[src/hdl/tchp_pkg.sv]
// Package for the trace-context header parser.
// Holds the layout constants, the queue entry type and the hex decode function.
// No dependencies.
package tchp_pkg;

  localparam int unsigned PosWidth   = 6;
  localparam int unsigned QueueDepth = 2;

  localparam logic [PosWidth-1:0] HdrLen       = 6'd55;
  localparam logic [PosWidth-1:0] PosVerLast   = 6'd1;
  localparam logic [PosWidth-1:0] PosDashVer   = 6'd2;
  localparam logic [PosWidth-1:0] PosUpperLast = 6'd18;
  localparam logic [PosWidth-1:0] PosLowerLast = 6'd34;
  localparam logic [PosWidth-1:0] PosDashTrace = 6'd35;
  localparam logic [PosWidth-1:0] PosSpanLast  = 6'd51;
  localparam logic [PosWidth-1:0] PosDashSpan  = 6'd52;

  localparam logic [7:0] CharZero  = 8'h30;
  localparam logic [7:0] CharNine  = 8'h39;
  localparam logic [7:0] CharDash  = 8'h2d;
  localparam logic [7:0] CharLowA  = 8'h61;
  localparam logic [7:0] CharLowF  = 8'h66;
  localparam logic [7:0] CharUpA   = 8'h41;
  localparam logic [7:0] CharUpF   = 8'h46;
  localparam logic [7:0] LowOffset = 8'h57;
  localparam logic [7:0] UpOffset  = 8'h37;

  typedef enum logic [2:0] {
    ACT_NONE,
    ACT_UPPER,
    ACT_LOWER,
    ACT_SPAN,
    ACT_FLAGS
  } act_e;

  typedef struct packed {
    act_e       act;
    logic [3:0] digit;
    logic       bad;
    logic       at_len;
    logic       last;
  } entry_t;

  // bit 4 set when the character is a hex digit, bits 3:0 its value
  function automatic logic [4:0] hex_decode(logic [7:0] c);
    logic [7:0] t;
    t = 8'h00;
    if (c >= CharZero && c <= CharNine) begin
      t = c - CharZero;
      return {1'b1, t[3:0]};
    end
    if (c >= CharLowA && c <= CharLowF) begin
      t = c - LowOffset;
      return {1'b1, t[3:0]};
    end
    if (c >= CharUpA && c <= CharUpF) begin
      t = c - UpOffset;
      return {1'b1, t[3:0]};
    end
    return 5'b0_0000;
  endfunction

endpackage

[src/hdl/tchp_if.sv]
// Stream interfaces of the trace-context header parser.
// Input byte channel and result channel; no dependencies.
interface tchp_in_if;
  logic       valid;
  logic       ready;
  logic [7:0] header_byte;
  logic       end_of_header;

  modport source (output valid, output header_byte, output end_of_header, input ready);
  modport sink (input valid, input header_byte, input end_of_header, output ready);
endinterface

interface tchp_out_if;
  logic        valid;
  logic        ready;
  logic        header_valid;
  logic [63:0] trace_id_high;
  logic [63:0] trace_id_low;
  logic [63:0] span_id;
  logic [7:0]  trace_flags;

  modport source (output valid, output header_valid, output trace_id_high,
                  output trace_id_low, output span_id, output trace_flags, input ready);
  modport sink (input valid, input header_valid, input trace_id_high,
                input trace_id_low, input span_id, input trace_flags, output ready);
endinterface

[src/hdl/tchp_front.sv]
// Front end: accepts header bytes, tracks the byte position and classifies each byte.
// Depends on tchp_pkg and tchp_in_if.
module tchp_front import tchp_pkg::*; (
  input  logic       clk_i,
  input  logic       rst_ni,
  tchp_in_if.sink    in_i,
  input  logic       full_i,
  output logic       push_o,
  output entry_t     entry_o
);

  logic [PosWidth-1:0] pos_q, pos_d, pos_next;
  logic                in_range;
  logic [4:0]          hex;

  assign in_i.ready = !full_i;
  assign push_o     = in_i.valid && !full_i;
  assign in_range   = pos_q < HdrLen;
  assign pos_next   = in_range ? pos_q + 6'd1 : pos_q;
  assign hex        = hex_decode(in_i.header_byte);

  always_comb begin
    entry_o.act    = ACT_NONE;
    entry_o.digit  = hex[3:0];
    entry_o.bad    = 1'b0;
    entry_o.at_len = (pos_next == HdrLen);
    entry_o.last   = in_i.end_of_header;
    if (in_range) begin
      if (pos_q <= PosVerLast) begin
        entry_o.bad = (in_i.header_byte != CharZero);
      end else if (pos_q == PosDashVer || pos_q == PosDashTrace || pos_q == PosDashSpan) begin
        entry_o.bad = (in_i.header_byte != CharDash);
      end else begin
        entry_o.bad = !hex[4];
        if (pos_q <= PosUpperLast) begin
          entry_o.act = ACT_UPPER;
        end else if (pos_q <= PosLowerLast) begin
          entry_o.act = ACT_LOWER;
        end else if (pos_q <= PosSpanLast) begin
          entry_o.act = ACT_SPAN;
        end else begin
          entry_o.act = ACT_FLAGS;
        end
      end
    end
  end

  always_comb begin
    pos_d = pos_q;
    if (push_o) begin
      pos_d = in_i.end_of_header ? '0 : pos_next;
    end
  end

  always_ff @(posedge clk_i or negedge rst_ni) begin
    if (!rst_ni) begin
      pos_q <= '0;
    end else begin
      pos_q <= pos_d;
    end
  end

endmodule

[src/hdl/tchp_queue.sv]
// Short register queue between front and back end of the header parser.
// Depends on tchp_pkg for the entry type.
module tchp_queue import tchp_pkg::*; #(
  parameter int unsigned Depth = QueueDepth
) (
  input  logic   clk_i,
  input  logic   rst_ni,
  input  logic   push_i,
  input  entry_t push_data_i,
  output logic   full_o,
  input  logic   pop_i,
  output entry_t pop_data_o,
  output logic   empty_o
);

  localparam int unsigned PtrW = (Depth > 1) ? $clog2(Depth) : 1;
  localparam int unsigned CntW = $clog2(Depth + 1);
  localparam logic [PtrW-1:0] LastPtr = PtrW'(Depth - 1);
  localparam logic [CntW-1:0] FullCnt = CntW'(Depth);

  entry_t          mem_q [Depth];
  logic [PtrW-1:0] wr_q, wr_d, rd_q, rd_d;
  logic [CntW-1:0] cnt_q, cnt_d;
  logic            do_push, do_pop;

  assign full_o     = (cnt_q == FullCnt);
  assign empty_o    = (cnt_q == '0);
  assign do_push    = push_i && !full_o;
  assign do_pop     = pop_i && !empty_o;
  assign pop_data_o = mem_q[rd_q];

  always_comb begin
    wr_d  = wr_q;
    rd_d  = rd_q;
    cnt_d = cnt_q;
    if (do_push) begin
      wr_d = (wr_q == LastPtr) ? '0 : wr_q + PtrW'(1);
    end
    if (do_pop) begin
      rd_d = (rd_q == LastPtr) ? '0 : rd_q + PtrW'(1);
    end
    if (do_push && !do_pop) begin
      cnt_d = cnt_q + CntW'(1);
    end else if (!do_push && do_pop) begin
      cnt_d = cnt_q - CntW'(1);
    end
  end

  always_ff @(posedge clk_i or negedge rst_ni) begin
    if (!rst_ni) begin
      wr_q  <= '0;
      rd_q  <= '0;
      cnt_q <= '0;
    end else begin
      wr_q  <= wr_d;
      rd_q  <= rd_d;
      cnt_q <= cnt_d;
    end
  end

  always_ff @(posedge clk_i) begin
    if (do_push) begin
      mem_q[wr_q] <= push_data_i;
    end
  end

endmodule

[src/hdl/tchp_back.sv]
// Back end: shifts hex digits into the id registers and forms the result transaction.
// Depends on tchp_pkg and tchp_out_if.
module tchp_back import tchp_pkg::*; (
  input  logic       clk_i,
  input  logic       rst_ni,
  input  entry_t     entry_i,
  input  logic       empty_i,
  output logic       pop_o,
  tchp_out_if.source out_o
);

  logic [63:0] upper_q, upper_d, lower_q, lower_d, span_q, span_d;
  logic [7:0]  flags_q, flags_d;
  logic        err_q, err_d;
  logic [63:0] upper_n, lower_n, span_n;
  logic [7:0]  flags_n;
  logic        err_n, ok;

  logic        ovalid_q, ovalid_d;
  logic        ohv_q;
  logic [63:0] ohigh_q, olow_q, ospan_q;
  logic [7:0]  oflags_q;

  assign pop_o = !empty_i && (!entry_i.last || !ovalid_q || out_o.ready);

  always_comb begin
    upper_n = upper_q;
    lower_n = lower_q;
    span_n  = span_q;
    flags_n = flags_q;
    err_n   = err_q | entry_i.bad;
    case (entry_i.act)
      ACT_UPPER: upper_n = {upper_q[59:0], entry_i.digit};
      ACT_LOWER: lower_n = {lower_q[59:0], entry_i.digit};
      ACT_SPAN:  span_n  = {span_q[59:0], entry_i.digit};
      ACT_FLAGS: flags_n = {flags_q[3:0], entry_i.digit};
      default: ;
    endcase
    ok = entry_i.at_len && !err_n && ((upper_n | lower_n) != '0);
  end

  always_comb begin
    upper_d  = upper_q;
    lower_d  = lower_q;
    span_d   = span_q;
    flags_d  = flags_q;
    err_d    = err_q;
    ovalid_d = ovalid_q && !out_o.ready;
    if (pop_o) begin
      if (entry_i.last) begin
        upper_d  = '0;
        lower_d  = '0;
        span_d   = '0;
        flags_d  = '0;
        err_d    = 1'b0;
        ovalid_d = 1'b1;
      end else begin
        upper_d = upper_n;
        lower_d = lower_n;
        span_d  = span_n;
        flags_d = flags_n;
        err_d   = err_n;
      end
    end
  end

  always_ff @(posedge clk_i or negedge rst_ni) begin
    if (!rst_ni) begin
      upper_q  <= '0;
      lower_q  <= '0;
      span_q   <= '0;
      flags_q  <= '0;
      err_q    <= 1'b0;
      ovalid_q <= 1'b0;
    end else begin
      upper_q  <= upper_d;
      lower_q  <= lower_d;
      span_q   <= span_d;
      flags_q  <= flags_d;
      err_q    <= err_d;
      ovalid_q <= ovalid_d;
    end
  end

  always_ff @(posedge clk_i) begin
    if (pop_o && entry_i.last) begin
      ohv_q    <= ok;
      ohigh_q  <= ok ? upper_n : '0;
      olow_q   <= ok ? lower_n : '0;
      ospan_q  <= ok ? span_n : '0;
      oflags_q <= ok ? flags_n : '0;
    end
  end

  assign out_o.valid         = ovalid_q;
  assign out_o.header_valid  = ohv_q;
  assign out_o.trace_id_high = ohigh_q;
  assign out_o.trace_id_low  = olow_q;
  assign out_o.span_id       = ospan_q;
  assign out_o.trace_flags   = oflags_q;

endmodule

[src/hdl/trace_context_header_parser_unit.sv]
// Trace-context header parser, top level.
// Depends on tchp_pkg, tchp_if, tchp_front, tchp_queue and tchp_back.
//
// Usage:
//   in_i  carries one header character per transaction (header_byte) with
//         end_of_header set on the final character.
//   out_o carries one result transaction per header: header_valid, the trace
//         id as two 64-bit binary halves, the span id and the flags byte.
//         When header_valid is 0 the id and flags fields are zero.
//   Throughput is one byte per cycle while the queue has room. The front end
//   checks position and character class; the back end shifts digits. A result
//   is valid on out_o after its final byte passes the queue and output register.
//   Reset clears the byte position, the id registers, the queue and out_o.valid.
//   When out_o stalls, bytes of the next header keep flowing until a final
//   byte reaches the back end; the QueueDepth-entry queue then fills and
//   in_i.ready drops until the pending result is taken.
module trace_context_header_parser_unit import tchp_pkg::*; #(
  parameter int unsigned QDepth = QueueDepth
) (
  input  logic       clk_i,
  input  logic       rst_ni,
  tchp_in_if.sink    in_i,
  tchp_out_if.source out_o
);

  logic   push, full, pop, empty;
  entry_t push_data, pop_data;

  tchp_front u_front (
    .clk_i   (clk_i),
    .rst_ni  (rst_ni),
    .in_i    (in_i),
    .full_i  (full),
    .push_o  (push),
    .entry_o (push_data)
  );

  tchp_queue #(
    .Depth (QDepth)
  ) u_queue (
    .clk_i       (clk_i),
    .rst_ni      (rst_ni),
    .push_i      (push),
    .push_data_i (push_data),
    .full_o      (full),
    .pop_i       (pop),
    .pop_data_o  (pop_data),
    .empty_o     (empty)
  );

  tchp_back u_back (
    .clk_i   (clk_i),
    .rst_ni  (rst_ni),
    .entry_i (pop_data),
    .empty_i (empty),
    .pop_o   (pop),
    .out_o   (out_o)
  );

endmodule

[src/flat_wrapper.sv]
// flat-port wrapper written by rule: the top's interface ports become plain ports
module trace_context_header_parser_unit_flat import tchp_pkg::*;
#(
  parameter int unsigned QDepth = QueueDepth
)
  (clk_i, rst_ni, in_i_valid, in_i_header_byte, in_i_end_of_header, in_i_ready, out_o_valid, out_o_header_valid, out_o_trace_id_high, out_o_trace_id_low, out_o_span_id, out_o_trace_flags, out_o_ready);
  tchp_in_if in_i_i ();
  tchp_out_if out_o_i ();
  input  logic clk_i;
  input  logic rst_ni;
  input wire logic [$bits(in_i_i.valid)-1:0] in_i_valid;
  input wire logic [$bits(in_i_i.header_byte)-1:0] in_i_header_byte;
  input wire logic [$bits(in_i_i.end_of_header)-1:0] in_i_end_of_header;
  output wire logic [$bits(in_i_i.ready)-1:0] in_i_ready;
  output wire logic [$bits(out_o_i.valid)-1:0] out_o_valid;
  output wire logic [$bits(out_o_i.header_valid)-1:0] out_o_header_valid;
  output wire logic [$bits(out_o_i.trace_id_high)-1:0] out_o_trace_id_high;
  output wire logic [$bits(out_o_i.trace_id_low)-1:0] out_o_trace_id_low;
  output wire logic [$bits(out_o_i.span_id)-1:0] out_o_span_id;
  output wire logic [$bits(out_o_i.trace_flags)-1:0] out_o_trace_flags;
  input wire logic [$bits(out_o_i.ready)-1:0] out_o_ready;
  assign in_i_i.valid = in_i_valid;
  assign in_i_i.header_byte = in_i_header_byte;
  assign in_i_i.end_of_header = in_i_end_of_header;
  assign in_i_ready = in_i_i.ready;
  assign out_o_valid = out_o_i.valid;
  assign out_o_header_valid = out_o_i.header_valid;
  assign out_o_trace_id_high = out_o_i.trace_id_high;
  assign out_o_trace_id_low = out_o_i.trace_id_low;
  assign out_o_span_id = out_o_i.span_id;
  assign out_o_trace_flags = out_o_i.trace_flags;
  assign out_o_i.ready = out_o_ready;
  trace_context_header_parser_unit #(.QDepth(QDepth)) u_core (.clk_i(clk_i), .rst_ni(rst_ni), .in_i(in_i_i), .out_o(out_o_i));
endmodule
[config.mk]
export PLATFORM = sky130hd
export DESIGN_NAME = trace_context_header_parser_unit_flat
export DESIGN_NICKNAME = d
export VERILOG_FILES = /design/src/hdl/tchp_pkg.sv /design/src/hdl/tchp_if.sv /design/src/hdl/tchp_front.sv /design/src/hdl/tchp_queue.sv /design/src/hdl/tchp_back.sv /design/src/hdl/trace_context_header_parser_unit.sv /design/src/flat_wrapper.sv
export SDC_FILE = /design/constraint.sdc
export NUM_CORES = 1
export LEC_CHECK = 0
export BUFFER_PORTS_ARGS = -buffer_cell sky130_fd_sc_hd__buf_2
export CAP_MARGIN = 10
export CORE_ASPECT_RATIO = 2
export CORE_MARGIN = 5
export CORE_UTILIZATION = 50
export CTS_CLUSTER_SIZE = 40
export DETAILED_ROUTE_END_ITERATION = 10
export HOLD_SLACK_MARGIN = 0.08
export PLACE_DENSITY = 0.8
export SLEW_MARGIN = 30
export SYNTH_ARGS = -nofsm -noshare
export SYNTH_HDL_FRONTEND = slang
export SYNTH_SLANG_ARGS = --single-unit
[constraint.sdc]
create_clock -name clk_i -period 23 [get_ports clk_i]
set_clock_uncertainty 0.1 [all_clocks]
set_input_delay 2.3 -clock clk_i [delete_from_list [all_inputs] [get_ports clk_i]]
set_output_delay 2.3 -clock clk_i [all_outputs]
set_load 0.05 [all_outputs]
==> results.toml <==
[run_status]
status = "complete, no violations"

[yosys]
ys_seq_area_frac = 0.648
synth-seq-cells = 433
synth_area_sq_um = 18400
synthCells = 1480
synth_edf_count = 221
synth_cell_type_count = 58
async_flop_share = 0.490
avgSynthCellArea_sq_um = 12.4
ys_warn_count = 0
syn_nets = 1502
synth_flop_cell = "edfxtp_1"

[grt]
grtUsageTotal = 0.225
antenna_found_initial = 0
grt_pass1_wl_um = 74800
grt_pass1_vias = 13400
grt_max_degree = 202
grt_overflow = 0

[setup_path]
cp_num_buf_inv = 4
worstPathArrival_ps = 4320
critical-path-top-delay-family = "buffers and inverters"
worstPathRequired_ps = 23060
cp_cell_sequence = "buf_2, nand2b_1, o22a_1, inv_1, nor2_4, buf_12, buf_16"
crit_type = "in -> reg"
crit_path_end_kind = "register"
slowest_delay_ps = 450
startpoint_type = "input port"
crit_slowest_cell = "buf_16"
r2r_slack_ps = 18920
crit_fanout = 113

[place]
dpl.cell_count = 2051
place_congestion = 0.897
dpl.hpwl_um = 30600
place_area_sq_um = 19900
port_buffers = 215

[flow_run]
maxCapViolCount = 0

[detailed_routing]
drc = 0
first_pass_iters = 5
wire_per_inst_um = 22.3
first_iter_violations = 1217
routed-via-count = 13300
wirelength_um = 47300
via_per_inst = 6.27
ant_nets = 0

[clock_tree]
cts_hold_buf = 0
clk_latency_ps = 540
clock-root-buffer = "clkbuf_16"
path_clk_slew_ps = 70
htreeDepth = 2
ctsResizeCount = 0
post_cts_buffers = 0
clockBufferDepth = 3
cts_tree = "built"
cts_buffers = 38
cts_sinks = 433

[cells_and_area]
n_antenna_cell = 0
final_cells = 2121
postLayoutCoreUtil = 0.581
area_delta_synth_final_pct = 14.9
fin_area_sq_um = 21200
fill_cells = 2946
drive_above_1_share = 0.191
final_nets = 1660

[timing]
setup_tns_ps = 0
slew_viol_final = 0
setup_viol = 0
finalHoldViolCount = 0
worst_pin_slew_ps = 1010
fin_crit_sh = 0.185
slew_headroom = 0.322
rsz0062_at_grt = "no"
fmax_ghz = 0.234
period_needed_ps = 4270

[floorplan]
coreArea_sq_um = 36400
initial_core_util = 0.506
rows = 99
ios = 216
die_area_sq_um = 41000
die_height_um = 281
die_w_um = 146

[power]
total_power_mw = 3.01
powerDensity_nw_per_um2 = 142
p_leak_nw = 8.28
ir_worst_vdd_mv = 0.136

[hold_path]
hold_class = "reg -> reg"
[layer usage]
layer / global-route usage / vias to the layer above / routed length [um] / part of all wire
li1: - / 5909 / - / -
met1: 0.263 / 6734 / 17000 / 0.36
met2: 0.395 / 537 / 24700 / 0.52
met3: 0.0381 / 127 / 2800 / 0.059
met4: 0.124 / 0 / 2860 / 0.060
met5: 0 / - / 0 / 0
[worst register-to-register path: stages, from the launching register on]
cell and delay, ps:
dfrtp_1 800, nand2b_1 290, o32a_2 380, buf_4 310
or4_4 620, a221oi_4 290, buf_4 660, a211oi_1 310
[stage by stage]
| step | setup slack, ps | hold WS, ps |
|---|---|---|
| finish | 18730 | 403 |
| global route | 18600 | 414 |
| CTS | 18820 | 405 |
| detailed placement | 18250 | 381 |
| global placement | 18370 | 376 |
| floorplan | 10950 | 361 |
[logic make-up after synthesis]
kind of cell             share of synthesized area
AO/OA/AOI/OAI                                0.182
flip-flops                                   0.648
AND/OR/NAND/NOR                             0.0883
buffers and inverters                       0.0294
multiplexers                                0.0433
adder cells (fa/ha/maj)                    0.00611
XOR/XNOR                                   0.00285
[cells in the final DEF, fill, tap and decap left out, types with 3 or more instances in the layout]
master	instances
a21oi_1	135
buf_2	214
or3_1	4
o21ai_0	7
and3_1	3
clkinv_1	8
nor3_1	5
ha_1	9
clkbuf_8	7
buf_4	15
clkbuf_16	42
a31oi_1	7
o21ai_4	3
nand4_1	5
inv_1	10
nor4_1	28
nand2b_1	6
mux2_2	6
mux2i_1	73
a211oi_1	78
nor2_4	3
a22o_1	201
buf_6	4
nor4b_1	3
clkbuf_1	6
or4_1	6
nand3_1	7
nand2_1	255
o211ai_1	4
o31ai_1	3
nor2_1	23
xor2_1	4
edfxtp_1	221
clkinv_2	3
dfrtp_1	212
[final timing paths]
| check | from | to | depth (start not counted) |
|---|---|---|---|
| worst max-delay path | out_o_ready | u_core.u_back.out_o.span_id[43]$_SDFFCE_PN0P_ | 7 |
| worst min-delay path | u_core.u_back.flags_q[4]$_DFFE_PN0N_ | u_core.u_back.flags_q[4]$_DFFE_PN0N_ | 1 |
| worst max register to register | u_core.u_queue.rd_q$_DFFE_PN0P_ | u_core.u_back.out_o.span_id[46]$_SDFFCE_PN0P_ | 7 |
| worst min register to register | u_core.u_back.flags_q[4]$_DFFE_PN0N_ | u_core.u_back.flags_q[4]$_DFFE_PN0N_ | 1 |
| max in group asynchronous | rst_ni | u_core.u_back.span_q[17]$_DFFE_PN0N_ | 2 |
| min in group asynchronous | rst_ni | u_core.u_back.lower_q[17]$_DFFE_PN0N_ | 1 |
[power by group]
| group | internal, mW | leakage (nW) | switching [mW] |
|---|---|---|---|
| combinational | 0.218 | 2.54 | 1.03 |
| sequential | 1.03 | 5.12 | 0.0840 |
| clock | 0.364 | 0.620 | 0.282 |
[cell usage after synthesis (8+ instances only)]
cell type,number,area (sq um)
dfrtp_1,212,5310
a22o_1,201,1760
mux2i_1,73,731
a21oi_1,135,676
a211oi_1,78,586
nor4_1,28,175
nand2_1,256,961
clkbuf_1,99,372
inv_1,10,37.5
nor2_1,26,97.6
edfxtp_1,221,6640
buf_1,8,30.0
ha_1,9,113
[cell type report]
cell class                 instances  area, sq um  area share
sequential                       433        11900       0.564
inverter                          11         41.3     0.00195
timing repair buffer             236         1290      0.0610
tap                              454          568      0.0268
clock inverter                    15          108     0.00508
clock buffer                      54         1160      0.0546
multi-input combinational        918         6060       0.286
[flip-flops by register name (all words and copies together) (netlist names), 2 cells and up]
| register | count |
|---|---|
| u_core.u_back.lower_q | 64 |
| u_core.u_back.out_o.span_id | 64 |
| u_core.u_back.out_o.trace_id_high | 64 |
| u_core.u_back.out_o.trace_id_low | 64 |
| u_core.u_back.span_q | 64 |
| u_core.u_back.upper_q | 64 |
| u_core.u_queue.mem_q | 20 |
| u_core.u_back.flags_q | 8 |
| u_core.u_back.out_o.trace_flags | 8 |
| u_core.u_front.pos_q | 6 |
| u_core.u_queue.cnt_q | 2 |
Note: power is estimated with default switching activity, not from simulation.
